--- config.mk ---
export PLATFORM = sky130hd
export DESIGN_NAME = thermal_threshold_window_tracker
export DESIGN_NICKNAME = d
export VERILOG_FILES = /design/src/design/tttw_pkg.sv /design/src/design/tttw_ctrl.sv /design/src/design/tttw_dp.sv /design/src/design/thermal_threshold_window_tracker.sv
export SDC_FILE = /design/constraint.sdc
export NUM_CORES = 1
export LEC_CHECK = 0
export ABC_AREA = 1
export BUFFER_PORTS_ARGS = -buffer_cell sky130_fd_sc_hd__buf_2
export CORE_MARGIN = 5
export CORE_UTILIZATION = 69
export DETAILED_ROUTE_END_ITERATION = 12
export GPL_TIMING_DRIVEN = 0
export HOLD_SLACK_MARGIN = 0.02
export PLACE_DENSITY = 0.95
export SYNTH_ARGS = -nofsm -noshare
export SYNTH_HDL_FRONTEND = slang
export SYNTH_SLANG_ARGS = --single-unit
--- constraint.sdc ---
create_clock -name clk -period 18.2 [get_ports clk]
set_input_delay 1.82 -clock clk [delete_from_list [all_inputs] [get_ports clk]]
set_output_delay 1.82 -clock clk [all_outputs]
set_load 0.02 [all_outputs]
--- src/design/tttw_pkg.sv ---
// Shared types and constants for the thermal threshold window tracker.
// Holds code/temperature widths, conversion constants, register indexes and
// the command and result structs; no dependencies.
package tttw_pkg;

	localparam int CODE_BITS = 8;
	localparam int TEMP_W    = 19;
	localparam int NUM_W     = 38;
	localparam int DEN_W     = 20;
	localparam int SCL_W     = 21;
	localparam int CNT_W     = $clog2(NUM_W);
	localparam int STEP_W    = 7;
	localparam int IDX_W     = 3;
	localparam int CFG_W     = 19;

	localparam logic [NUM_W-1:0]  K_SLOPE   = 38'd13150000;
	localparam logic [NUM_W-1:0]  K_OFFSET  = 38'd251210000000;
	localparam logic [SCL_W-1:0]  K_ONE     = 21'd1000000;
	localparam logic [SCL_W-1:0]  K_DEN     = 21'd1461;
	localparam logic [TEMP_W:0]   K_KELVIN  = 20'd273000;
	localparam logic [NUM_W-1:0]  Q_MAX     = 38'd535143;
	localparam logic [NUM_W-1:0]  Q_MIN     = 38'd10856;
	localparam logic signed [TEMP_W-1:0] TEMP_MAX   = 19'sd262143;
	localparam logic signed [TEMP_W-1:0] TEMP_MIN   = -19'sd262144;
	localparam logic signed [TEMP_W-1:0] RESET_TEMP = 19'sd40000;
	localparam logic [CODE_BITS-1:0] RESET_CODE = CODE_BITS'(131);
	localparam logic [STEP_W-1:0] RESET_STEP = 7'd8;

	localparam logic [IDX_W-1:0] REG_WINDOW_STEP = 3'd0;
	localparam logic [IDX_W-1:0] REG_LOW_EN      = 3'd1;
	localparam logic [IDX_W-1:0] REG_LOW_TRIP    = 3'd2;
	localparam logic [IDX_W-1:0] REG_HIGH_EN     = 3'd3;
	localparam logic [IDX_W-1:0] REG_HIGH_TRIP   = 3'd4;

	typedef struct packed {
		logic [STEP_W-1:0]        window_step;
		logic                     low_en;
		logic signed [TEMP_W-1:0] low_trip;
		logic                     high_en;
		logic signed [TEMP_W-1:0] high_trip;
	} cfg_t;

	typedef struct packed {
		logic ld;
		logic upd;
		logic prep;
		logic sel;
		logic step;
		logic save;
		logic fin;
	} dp_cmd_t;

	typedef struct packed {
		logic                     accepted;
		logic [7:0]               low_code;
		logic [7:0]               high_code;
		logic signed [TEMP_W-1:0] temperature;
		logic                     notify;
		logic                     notify_kind;
	} result_t;

endpackage

--- src/design/tttw_ctrl.sv ---
// Sequencer for the threshold window tracker: accept, update, two serial
// conversions, average, then hand the word to the output register.
// Depends on tttw_pkg.
module tttw_ctrl
	import tttw_pkg::*;
(
	input  logic    clk,
	input  logic    arst_n,
	input  logic    in_valid,
	input  logic    in_ok,
	input  logic    out_free,
	output logic    in_ready,
	output logic    emit,
	output dp_cmd_t cmd
);

	localparam logic [2:0] ST_IDLE = 3'd0;
	localparam logic [2:0] ST_UPD  = 3'd1;
	localparam logic [2:0] ST_PREP = 3'd2;
	localparam logic [2:0] ST_DIV  = 3'd3;
	localparam logic [2:0] ST_SAVE = 3'd4;
	localparam logic [2:0] ST_AVG  = 3'd5;
	localparam logic [2:0] ST_EMIT = 3'd6;

	logic [2:0]       state_q, state_d;
	logic [CNT_W-1:0] cnt_q;
	logic             sel_q;

	always_comb begin
		state_d  = state_q;
		cmd      = '0;
		cmd.sel  = sel_q;
		emit     = 1'b0;
		in_ready = 1'b0;
		case (state_q)
			ST_IDLE: begin
				in_ready = 1'b1;
				if (in_valid) begin
					cmd.ld  = 1'b1;
					state_d = in_ok ? ST_UPD : ST_EMIT;
				end
			end
			ST_UPD: begin
				cmd.upd = 1'b1;
				state_d = ST_PREP;
			end
			ST_PREP: begin
				cmd.prep = 1'b1;
				state_d  = ST_DIV;
			end
			ST_DIV: begin
				cmd.step = 1'b1;
				if (cnt_q == CNT_W'(NUM_W - 1))
					state_d = ST_SAVE;
			end
			ST_SAVE: begin
				cmd.save = 1'b1;
				state_d  = sel_q ? ST_AVG : ST_PREP;
			end
			ST_AVG: begin
				cmd.fin = 1'b1;
				state_d = ST_EMIT;
			end
			ST_EMIT: begin
				if (out_free) begin
					emit    = 1'b1;
					state_d = ST_IDLE;
				end
			end
			default: state_d = ST_IDLE;
		endcase
	end

	always_ff @(posedge clk or negedge arst_n) begin
		if (!arst_n) begin
			state_q <= ST_IDLE;
			cnt_q   <= '0;
			sel_q   <= 1'b0;
		end else begin
			state_q <= state_d;
			if (state_q == ST_UPD)
				sel_q <= 1'b0;
			else if (state_q == ST_SAVE)
				sel_q <= 1'b1;
			if (state_q == ST_PREP)
				cnt_q <= '0;
			else if (state_q == ST_DIV)
				cnt_q <= cnt_q + 1'b1;
		end
	end

	a_div_len: assert property (@(posedge clk) disable iff (!arst_n)
		(state_q == ST_DIV && cnt_q == CNT_W'(NUM_W - 1)) |=> state_q == ST_SAVE)
		else $error("divider did not finish after full iteration count");

	a_skip: assert property (@(posedge clk) disable iff (!arst_n)
		(state_q == ST_IDLE && in_valid && !in_ok) |=> state_q == ST_EMIT)
		else $error("unconfirmed word did not go straight to output");

	a_second: assert property (@(posedge clk) disable iff (!arst_n)
		(state_q == ST_SAVE && !sel_q) |=> (state_q == ST_PREP && sel_q))
		else $error("high code conversion not started after low");

endmodule

--- src/design/tttw_dp.sv ---
// Datapath for the threshold window tracker: window codes, estimate,
// code-to-millidegree conversion with a serial restoring divider, trip check.
// Depends on tttw_pkg.
module tttw_dp
	import tttw_pkg::*;
(
	input  logic    clk,
	input  logic    arst_n,
	input  dp_cmd_t cmd,
	input  cfg_t    cfg,
	input  logic    in_side,
	input  logic    in_ok,
	output result_t res
);

	logic [CODE_BITS-1:0]     low_code_q, high_code_q;
	logic signed [TEMP_W-1:0] temp_q;
	logic                     side_q, ok_q, notify_q, kind_q;
	logic [NUM_W-1:0]         num_q;
	logic [DEN_W-1:0]         den_q;
	logic [DEN_W:0]           rem_q;
	logic                     sat_q;
	logic signed [TEMP_W-1:0] lo_t_q, hi_t_q;

	logic [CODE_BITS-1:0]     code;
	logic [SCL_W-1:0]         scaled;
	logic [DEN_W-1:0]         den;
	logic [NUM_W-1:0]         num;
	logic [DEN_W:0]           trial;
	logic [DEN_W+1:0]         diff;
	logic                     ge;
	logic [TEMP_W:0]          q_off;
	logic signed [TEMP_W-1:0] conv;
	logic signed [TEMP_W:0]   sum, adj;
	logic signed [TEMP_W-1:0] avg;
	logic                     hit;

	always_comb begin
		code   = cmd.sel ? high_code_q : low_code_q;
		scaled = SCL_W'(code) * K_DEN;
		den    = DEN_W'(K_ONE - scaled);
		num    = NUM_W'(code) * K_SLOPE + K_OFFSET + NUM_W'(den >> 1);

		trial = {rem_q[DEN_W-1:0], num_q[NUM_W-1]};
		diff  = {1'b0, trial} - {2'b00, den_q};
		ge    = !diff[DEN_W+1];

		q_off = num_q[TEMP_W:0] - K_KELVIN;
		if (sat_q || num_q > Q_MAX)
			conv = TEMP_MAX;
		else if (num_q < Q_MIN)
			conv = TEMP_MIN;
		else
			conv = TEMP_W'(q_off);

		sum = {lo_t_q[TEMP_W-1], lo_t_q} + {hi_t_q[TEMP_W-1], hi_t_q};
		adj = sum + (TEMP_W + 1)'(sum[TEMP_W]);
		avg = adj[TEMP_W:1];
		if (side_q)
			hit = cfg.high_en && (avg > cfg.high_trip);
		else
			hit = cfg.low_en && (avg < cfg.low_trip);
	end

	always_ff @(posedge clk or negedge arst_n) begin
		if (!arst_n) begin
			low_code_q  <= RESET_CODE;
			high_code_q <= RESET_CODE;
			temp_q      <= RESET_TEMP;
			notify_q    <= 1'b0;
			kind_q      <= 1'b0;
		end else begin
			if (cmd.ld) begin
				notify_q <= 1'b0;
				kind_q   <= 1'b0;
			end
			if (cmd.upd) begin
				if (side_q) begin
					low_code_q  <= CODE_BITS'(32'(high_code_q) - 32'(cfg.window_step));
					high_code_q <= CODE_BITS'(32'(high_code_q) + 32'(cfg.window_step));
				end else begin
					high_code_q <= CODE_BITS'(32'(low_code_q) + 32'(cfg.window_step));
					low_code_q  <= CODE_BITS'(32'(low_code_q) - 32'(cfg.window_step));
				end
			end
			if (cmd.fin) begin
				temp_q   <= avg;
				notify_q <= hit;
				kind_q   <= hit & side_q;
			end
		end
	end

	always_ff @(posedge clk) begin
		if (cmd.ld) begin
			side_q <= in_side;
			ok_q   <= in_ok;
		end
		if (cmd.prep) begin
			num_q <= num;
			den_q <= den;
			rem_q <= '0;
			sat_q <= (scaled >= K_ONE);
		end else if (cmd.step) begin
			rem_q <= ge ? diff[DEN_W:0] : trial;
			num_q <= {num_q[NUM_W-2:0], ge};
		end
		if (cmd.save) begin
			if (cmd.sel)
				hi_t_q <= conv;
			else
				lo_t_q <= conv;
		end
	end

	always_comb begin
		res.accepted    = ok_q;
		res.low_code    = 8'(low_code_q);
		res.high_code   = 8'(high_code_q);
		res.temperature = temp_q;
		res.notify      = notify_q;
		res.notify_kind = kind_q;
	end

endmodule

--- src/design/thermal_threshold_window_tracker.sv ---
// Top level of the thermal threshold window tracker: configuration registers,
// output register and the controller/datapath pair.
// Depends on tttw_pkg, tttw_ctrl, tttw_dp.
//
//   channel  | dir | tdata                                   | tuser
//   ---------+-----+-----------------------------------------+----------------
//   s_*      | in  | [0] confirmed                           | which_threshold
//   m_*      | out | [0] accepted [8:1] low_code [16:9]      | notify_kind
//            |     | high_code [35:17] temperature [36] notify|
//   cfg_*    | in  | index 0..4, data up to 19 bits          | -
//
// A confirmed word passes through update, two 38-step restoring divisions (one
// per window code, each with its setup and save) and average, then waits for
// a free output register; the block takes no new word until it is emitted.
// An unconfirmed word skips conversion and goes straight to the output stage.
// One word is in flight at a time; s_tready is high only while idle.
// The output register holds a finished word while m_tready is low; the next
// word may be accepted meanwhile. Reset restores codes 131 and 40000 mC.
module thermal_threshold_window_tracker
	import tttw_pkg::*;
(
	input  logic             clk,
	input  logic             arst_n,
	input  logic             s_tvalid,
	output logic             s_tready,
	input  logic [7:0]       s_tdata,   // [0] confirmed
	input  logic             s_tuser,   // [0] which_threshold
	output logic             m_tvalid,
	input  logic             m_tready,
	output logic [39:0]      m_tdata,   // [0] accepted, [8:1] low_code, [16:9] high_code,
	                                    // [35:17] temperature, [36] notify
	output logic             m_tuser,   // [0] notify_kind
	input  logic             cfg_we,
	input  logic [IDX_W-1:0] cfg_index,
	input  logic [CFG_W-1:0] cfg_wdata
);

	cfg_t    cfg_q;
	dp_cmd_t cmd;
	result_t res;
	logic    emit;
	logic    out_free;
	logic    m_tvalid_q;
	logic [39:0] m_tdata_q;
	logic    m_tuser_q;

	always_ff @(posedge clk or negedge arst_n) begin
		if (!arst_n) begin
			cfg_q.window_step <= RESET_STEP;
			cfg_q.low_en      <= 1'b0;
			cfg_q.low_trip    <= '0;
			cfg_q.high_en     <= 1'b0;
			cfg_q.high_trip   <= '0;
		end else if (cfg_we) begin
			case (cfg_index)
				REG_WINDOW_STEP: cfg_q.window_step <= cfg_wdata[STEP_W-1:0];
				REG_LOW_EN:      cfg_q.low_en      <= cfg_wdata[0];
				REG_LOW_TRIP:    cfg_q.low_trip    <= cfg_wdata[TEMP_W-1:0];
				REG_HIGH_EN:     cfg_q.high_en     <= cfg_wdata[0];
				REG_HIGH_TRIP:   cfg_q.high_trip   <= cfg_wdata[TEMP_W-1:0];
				default: ;
			endcase
		end
	end

	assign out_free = !m_tvalid_q || m_tready;

	tttw_ctrl u_ctrl (
		.clk      (clk),
		.arst_n   (arst_n),
		.in_valid (s_tvalid),
		.in_ok    (s_tdata[0]),
		.out_free (out_free),
		.in_ready (s_tready),
		.emit     (emit),
		.cmd      (cmd)
	);

	tttw_dp u_dp (
		.clk     (clk),
		.arst_n  (arst_n),
		.cmd     (cmd),
		.cfg     (cfg_q),
		.in_side (s_tuser),
		.in_ok   (s_tdata[0]),
		.res     (res)
	);

	always_ff @(posedge clk or negedge arst_n) begin
		if (!arst_n)
			m_tvalid_q <= 1'b0;
		else if (emit)
			m_tvalid_q <= 1'b1;
		else if (m_tready)
			m_tvalid_q <= 1'b0;
	end

	always_ff @(posedge clk) begin
		if (emit) begin
			m_tdata_q <= {3'b000, res.notify, res.temperature, res.high_code,
				res.low_code, res.accepted};
			m_tuser_q <= res.notify_kind;
		end
	end

	assign m_tvalid = m_tvalid_q;
	assign m_tdata  = m_tdata_q;
	assign m_tuser  = m_tuser_q;

endmodule

[Yosys cells after proc, flatten, opt, wreduce, memory -nomap -nowiden]
Index checks and enable logic that the tools add are counted.
Word-level totals
  bits in registers: 252
  latch bits: 0
  memory bits (writable): 0
  memory bits (read-only): 0
  memories kept: 0
Operators by class
  $add $sub $neg: 12
  $mul: 2
  divide/modulo/power cells: 0
  order comparisons: 5
  eq/ne operators: 14
  shifts and indexed selects: 0
  mux-type cells: 34
  bitwise gates (word level): 2
  reductions and logical operators: 21
Operators with widths (number)
  $mux W38: 2
  $add A38 B19 Y38: 1
  $gt A38 B20 Y1 const B: 1
  $lt A38 B14 Y1 const B: 1
  $mux W19: 2
  $add A33 B36 Y37 const B: 1
  $mul A8 B20 Y28 const B: 1
  $mux W8: 3
  $sub A21 B20 Y22: 1
  $pmux W3 S7: 1
  $add A19 B19 Y20: 1
  $add A20 B1 Y20: 1
  $ge A19 B20 Y1 const B: 1
  $mux W20: 1
  $sub A20 B19 Y20 const A: 1
  $gt A19 B19 Y1: 1
  $lt A19 B19 Y1: 1
  $mul A8 B11 Y19 const B: 1
  $sub A19 B19 Y19 const B: 1
  $mux W1: 18
  $add A8 B7 Y8: 2
  $sub A8 B7 Y8: 2
  $mux W3: 5
  $reduce_and A2 Y1: 7
  other kinds (16): 33

[Longest topological paths before layout]
Gate-level depths: netlist of run 1.
  depth after elaboration: 7
  depth in mapped cells: 39

[Cells and area by module]
Synthesis of run 1 repeated with hierarchy kept, for this count alone.
Second synthesis, totals
  cells, all modules: 2459
  area, all modules: 19902.8 sq um
Modules (own cells, without submodules)
  tttw_dp: instances 1, cells an instance 2105, area each 16135.5 sq um, sequential area each 4256.6 sq um
  thermal_threshold_window_tracker: instances 1, cells an instance 262, area each 3138.0 sq um, sequential area each 2343.5 sq um
  tttw_ctrl: instances 1, cells an instance 92, area each 629.4 sq um, sequential area each 250.2 sq um

[Worst setup path before layout of run 1]
No wires, ideal clock.
  kind: reg-to-reg
  from: register u_ctrl.sel_q
  to: register u_dp.num_q[27], data pin
  data arrival time: 6614 ps
  data required time: 17945 ps
  slack: 11331 ps
  cell stages (with the launch flop): 35
  path buffers: 1
  cell sequence: dfrtp_1 > buf_2 > o21ai_0 > inv_1 > ha_1 > inv_1 > fa_1 > inv_1 > fa_1 > inv_1 > fa_1 > inv_1 > ha_1 > nand2_1 > inv_1 > a21oi_1 > nand2_1 > nand2_1 > nand2_1 > nor3_1 > nand3_1 > o31ai_1 > xor2_1 > ha_1 > nand2_1 > nor2_1 > a2111oi_0 > nand2_1 > nand4_1 > nor2_2 > nand2_2 > nor2_4 > or2_1 > nand3_1 > nand2_1
Between the ends
  cells in the longest elaborated chain, start to end: 5
  elaborated cells on any way between the ends: 7
  those cells by class: add/sub (3); mul (2); mux (2)
RTL lines
  start, declared: line tttw_ctrl.sv:27  | logic sel_q;
  start signal, assigned: line tttw_ctrl.sv:78  | sel_q <= 1'b0;
  start signal, assigned: line tttw_ctrl.sv:82  | sel_q <= 1'b0;
  start signal, assigned: line tttw_ctrl.sv:84  | sel_q <= 1'b1;
  $mux W8: line tttw_dp.sv:39  | code = cmd.sel ? high_code_q : low_code_q;
  $mul A8 B11 Y19: line tttw_dp.sv:40  | scaled = SCL_W'(code) * K_DEN;
  $sub A20 B19 Y20: line tttw_dp.sv:41  | den = DEN_W'(K_ONE - scaled);
  via u_dp.den[18]: line tttw_dp.sv:27  | logic [DEN_W-1:0] den;
  $add A38 B19 Y38: line tttw_dp.sv:42  | num = NUM_W'(code) * K_SLOPE + K_OFFSET + NUM_W'(den >> 1);
  $mux W38: line tttw_dp.sv:99  | if (cmd.prep) begin
  end signal, assigned: line tttw_dp.sv:100  | num_q <= num;
  end signal, assigned: line tttw_dp.sv:106  | num_q <= {num_q[NUM_W-2:0], ge};
  end, declared: line tttw_dp.sv:19  | logic [NUM_W-1:0] num_q;
The timed path passes the listed nets, and every way through them passes these cells.
A chain may end at the register's enable or synchronous reset.

[Worst setup path after layout of run 1]
Same ends and word-level chain as after synthesis.

==> out/results.ini, run 1 <==
[global_route]
grt_pass1_vias=19111
antenna_found_initial=0
grt_util_all_layers=0.334
gr-total-overflow=0
grt_max_degree=50
grt_pass1_wl_mm=91.7

[min_path]
hold_path_class=flip-flop to flip-flop

[cells_and_area]
syn_to_final_growth_pct=8.78
diodes=0
nets=3017
final_cell_mix=620 x nand2_1, 451 x inv_1, 218 x ha_1
final_common_cell=nand2_1
fill_cells=1801
layout-drive-gt1-share=0.0888

[clock_tree]
numCtsBuffers=25
cts-resized-gates=0
root_buffer=clkbuf_16
cts_setup_buffers=0
cts_buffer_depth=3
clk_pin_slew_ps=60
htreeDepth=1
ctsHoldBuffers=0
cts_tree=done
insertion_delay_ps=570
cts_sinks=249

[worst_setup_path]
endpoint_kind=flip-flop
slowest_delay_ps=870
cp.required_ps=18490
cpMostUsedCell=nand2_1
timing_worst_setup_path_type=flip-flop to flip-flop
arrival_ps=8930
slowest_stage=o21ai_0
crit_fanout=10
cp-start-kind=flip-flop

[logic_synthesis]
syn_area_um2=20400
synth-async-reset-ratio=0.378
syn_area_per_cell_um2=7.82
yosysSeqAreaShare=0.335
synth_edf_count=135
ys_warn_count=0
postSynthCellCount=2604
yosysUniqueCellTypes=60
ys.flop_type=edfxtp_1
synth-seq-cells=249

[sta]
hold_viol=0
fin_crit_sh=0.475
worst_pin_slew_ps=1280
fin_setup_tns_ps=0
min_period_ps=8640
rsz0062_at_grt=false
drv_slew=0
slew_headroom=0.138
clock_skew_ps=40.9
setup_viol=0
fmax_mhz=116

[place]
dp_hpwl_mm=41.5
gp_congestion=0.942
port_buffers=68

[routing]
drt_first_pass_iters=9
drc=0
postRouteAntennaNets=0
routed_via_density=6.04
routed_wl_mm=55.8
vias=18777
wl_per_cell_um=17.9
drt_iter0_drc=1900

[floorplan]
core_um2=28900
die_area_um2=33000
pin_count=79
die_h_um=182
row_count=62
initial_core_util=0.704
die_x_um=182

[job]
cap_viol_max_count=0

[outcome]
status=completed

cell type report:
class | instances | area [um^2] | share of cell area
repair buffers | 74 | 455 | 0.0206
multi-input cells | 1847 | 11600 | 0.525
clock buffers | 42 | 792 | 0.0358
well taps | 384 | 480 | 0.0217
inverters | 470 | 1760 | 0.0796
clock inverters | 4 | 38.8 | 0.00175
flip-flops and latches | 249 | 6820 | 0.308
plain buffers | 40 | 176 | 0.00796
state kept, by name (all words and copies together) (netlist names), 3 cells and up:
signal	count
u_dp.den_q	20
cfg_q	47
u_dp.low_code_q	7
u_dp.high_code_q	8
u_dp.rem_q	20
u_ctrl.state_q	3
u_dp.num_q	38
u_dp.lo_t_q	19
u_ctrl.cnt_q	6
u_dp.hi_t_q	19
u_dp.temp_q	19
m_tdata	36
critical path, delay by kind of cell, from the launching register on:
| family | cells | cell delay [ps] |
|---|---|---|
| AOI/OAI and AO/OA | 4 | 1710 |
| xor gates and xnor gates | 1 | 390 |
| DFF | 1 | 380 |
| buffers and inverters | 7 | 1050 |
| adders and majority gates | 6 | 2880 |
| and+or+nand+nor | 16 | 1940 |
per-stage QoR:
| step | utilization | setup WS [ps] | hold slack (ps) | instances | area [um^2] |
|---|---|---|---|---|---|
| 6_report | 0.766 | 9560 | 438 | 3110 | 22200 |
| 4_1_cts | 0.766 | 9660 | 441 | 3110 | 22200 |
| 2_1_floorplan | - | 11330 | 400 | 2606 | 20400 |
| 5_1_grt | 0.766 | 8990 | 446 | 3110 | 22200 |
| 3_3_place_gp | 0.732 | 9790 | 404 | 3058 | 21200 |
| 3_5_place_dp | 0.737 | 9680 | 427 | 3064 | 21300 |
cell families (layout without fill, tap and decap cells):
| kind of cell | after synthesis | after routing | share of synthesized area |
|---|---|---|---|
| other | 1 | 3 | 0.000184 |
| AND/OR/NAND/NOR | 1071 | 1071 | 0.229 |
| AO/OA/AOI/OAI | 402 | 402 | 0.109 |
| adder cells (fa/ha/maj) | 274 | 274 | 0.189 |
| flip-flops | 249 | 249 | 0.335 |
| buffers and inverters | 510 | 630 | 0.0952 |
| XOR/XNOR | 97 | 97 | 0.0430 |
routing by layer:
metal	track usage	routed length, um	up-vias
li1	-	-	8676
met2	0.589	27200	1104
met5	0	0	-
met1	0.390	20400	8665
met3	0.0376	4140	332
met4	0.205	4000	0
cells in the mapped netlist, types with 3 or more instances:
cell | instances | area, um^2
o21ai_1 | 9 | 45.0
ha_1 | 218 | 2730
nand3b_1 | 4 | 30.0
or2_2 | 17 | 106
a211oi_1 | 6 | 45.0
buf_2 | 5 | 25.0
nor4_1 | 5 | 31.3
dfrtp_1 | 83 | 2080
inv_2 | 18 | 67.6
o21bai_1 | 7 | 52.6
and2_1 | 4 | 25.0
a21oi_1 | 115 | 576
buf_4 | 5 | 37.5
a31oi_1 | 12 | 75.1
nand4_1 | 41 | 257
a21oi_2 | 3 | 26.3
edfxtp_1 | 135 | 4050
nor3_1 | 23 | 115
xor2_1 | 70 | 613
clkbuf_1 | 30 | 113
o221ai_1 | 3 | 26.3
fa_1 | 56 | 1120
nand2_2 | 29 | 181
o21ai_0 | 201 | 1010
dfstp_2 | 11 | 289
nor2_1 | 169 | 634
o22ai_1 | 11 | 68.8
nor2_2 | 12 | 75.1
nand3_1 | 122 | 611
dfxtp_1 | 20 | 400
nand3_2 | 6 | 60.1
o211ai_1 | 7 | 52.6
nor2_4 | 4 | 45.0
xnor2_1 | 25 | 219
o31ai_1 | 14 | 105
nand2_1 | 620 | 2330
inv_1 | 451 | 1690
nand2_4 | 4 | 45.0
final timing paths:
path,from,endpoint,slack [ps],depth (start not counted)
min in group asynchronous,arst_n,cfg_q[37],1260,1
max in group asynchronous,arst_n,u_dp.high_code_q[1],16220,2
setup / recovery,u_ctrl.sel_q,u_dp.num_q[27],9560,34
setup reg to reg,u_ctrl.sel_q,u_dp.num_q[27],9560,34
hold reg to reg,u_dp.ok_q,m_tdata[0],440,0
hold / removal,u_dp.ok_q,m_tdata[0],440,0
Power of run 1 is left out: the tool's default activity adds up to more than one toggle a clock period on the data nets, which glitch-free logic cannot reach.
==> run 2: changes to the inputs <==
--- a/config.mk
+++ b/config.mk
@@ -8,11 +8,11 @@
 export ABC_AREA = 1
 export BUFFER_PORTS_ARGS = -buffer_cell sky130_fd_sc_hd__buf_2
 export CORE_MARGIN = 5
-export CORE_UTILIZATION = 69
+export CORE_UTILIZATION = 64
 export DETAILED_ROUTE_END_ITERATION = 12
 export GPL_TIMING_DRIVEN = 0
 export HOLD_SLACK_MARGIN = 0.02
-export PLACE_DENSITY = 0.95
+export PLACE_DENSITY = 0.91
 export SYNTH_ARGS = -nofsm -noshare
 export SYNTH_HDL_FRONTEND = slang
 export SYNTH_SLANG_ARGS = --single-unit
==> constraint.sdc (replaced) <==
create_clock -name clk -period 8.7 [get_ports clk]
set_input_delay 0.87 -clock clk [delete_from_list [all_inputs] [get_ports clk]]
set_output_delay 0.87 -clock clk [all_outputs]
set_load 0.02 [all_outputs]
==> out/results.ini, run 2 (synthesis results as in run 1) <==
[sta]
drv_slew=0
clock_skew_ps=35.1
slew_headroom=0.227
min_period_ps=8320
whs_ps=333
hold_viol=0
worst_pin_slew_ps=1150
rsz0062_at_grt=false
fmax_mhz=120
fin_crit_sh=0.956
fin_setup_tns_ps=0
setup_viol=0

[cells_and_area]
seq_area_um2=6820
nets=3017
layout-drive-gt1-share=0.0902
largest_reg_flops=47
diodes=0
final_cell_area_um2=22200
final_common_cell=nand2_1
syn_to_final_growth_pct=8.79
final_cell_mix=620 x nand2_1, 451 x inv_1, 218 x ha_1
instances_no_fill=3128
fill_cells=2283
multi_input_area_um2=11600
regMostFlops=cfg_q

[routing]
routed_via_density=5.74
drc=0
drt_first_pass_iters=6
drt_iter0_drc=1492
postRouteAntennaNets=0
routed_wl_mm=51.3
vias=17942
wl_per_cell_um=16.4

[worst_setup_path]
cp-start-kind=flip-flop
crit_fanout=10
slowest_delay_ps=650
cpMostUsedCell=nand2_1
arrival_ps=8610
timing_worst_setup_path_type=flip-flop to flip-flop
critPathBufInv=7
critPathTopFamily=adder cells
cp.required_ps=8990
slowest_stage=o21ai_1
endpoint_kind=flip-flop

[floorplan]
die_h_um=188
core_um2=31500
pin_count=79
initial_core_util=0.647
die_x_um=188
row_count=65
die_area_um2=35500

[global_route]
grt_pass1_vias=18181
grt_pass1_wl_mm=85.0
gr-total-overflow=0
grt_max_degree=51
antenna_found_initial=0
grt_util_all_layers=0.286

[clock_tree]
numCtsBuffers=25
cts_tree=done
cts_sinks=249
ctsHoldBuffers=0
cts_buffer_depth=3
clk_pin_slew_ps=70
root_buffer=clkbuf_16
htreeDepth=1
insertion_delay_ps=550

[place]
port_buffers=68
dp_hpwl_mm=39.9
dp.cells=3082
gp_congestion=0.932
postPlaceCellArea_um2=21300

[job]
cap_viol_max_count=0

[outcome]
status=completed

[min_path]
hold_path_class=primary input to async pin

==> run 2: cell types whose count changed in the layout (fill, tap and decap cells not counted) <==
| cell | before | now |
|---|---|---|
| o21ai_1 | 10 | 12 |
| clkinv_4 | 0 | 2 |
| clkinvlp_2 | 0 | 1 |
| clkinv_2 | 2 | 5 |
| buf_4 | 7 | 6 |
| clkbuf_8 | 6 | 1 |
| clkinvlp_4 | 0 | 3 |
| clkbuf_1 | 38 | 34 |
| buf_6 | 0 | 1 |
| o21ai_0 | 200 | 198 |
==> run 2: timing repair <==
action,in CTS,in global routing
endpoints found under the setup margin,0,13
setup buffers,0,0
resized for setup,0,2
==> run 2: final cells by class <==
| cell class | count | share of cell area |
|---|---|---|
| buffer | 40 | 0.00796 |
| clock buffer | 33 | 0.0320 |
| clock inverter | 13 | 0.00446 |
| inverter | 470 | 0.0796 |
| multi-input combinational | 1847 | 0.525 |
| sequential | 249 | 0.308 |
| tap | 402 | 0.0227 |
| timing repair buffer | 74 | 0.0207 |
==> run 2: worst paths after layout <==
kind / start / end / slack, ps / cells past startpoint
max: u_ctrl.sel_q / u_dp.num_q[27] / 380 / 34
min: arst_n / cfg_q[22] / 330 / 1
max reg2reg: u_ctrl.sel_q / u_dp.num_q[27] / 380 / 34
min reg2reg: u_dp.temp_q[8] / m_tdata[25] / 440 / 0
max in group asynchronous: arst_n / u_dp.temp_q[15] / 7620 / 2
min in group clk: u_dp.temp_q[8] / m_tdata[25] / 440 / 0
==> run 2: per-stage QoR <==
stage / utilization / setup WS (ps)
after floorplan: - / 1830
after global placement: 0.674 / 316
after global routing: 0.704 / 6.73
after CTS: 0.704 / 108
after detailed placement: 0.678 / 194
final: 0.704 / 385
==> run 2: layer usage <==
metal  up-vias  wire length [um]  track usage
met2       756             26100        0.523
met4         0              2530        0.139
li1       8657                 -            -
met1      8348             19600        0.332
met3       181              3110       0.0330
met5         -                 0            0
Power of run 2 is left out for the same reason.
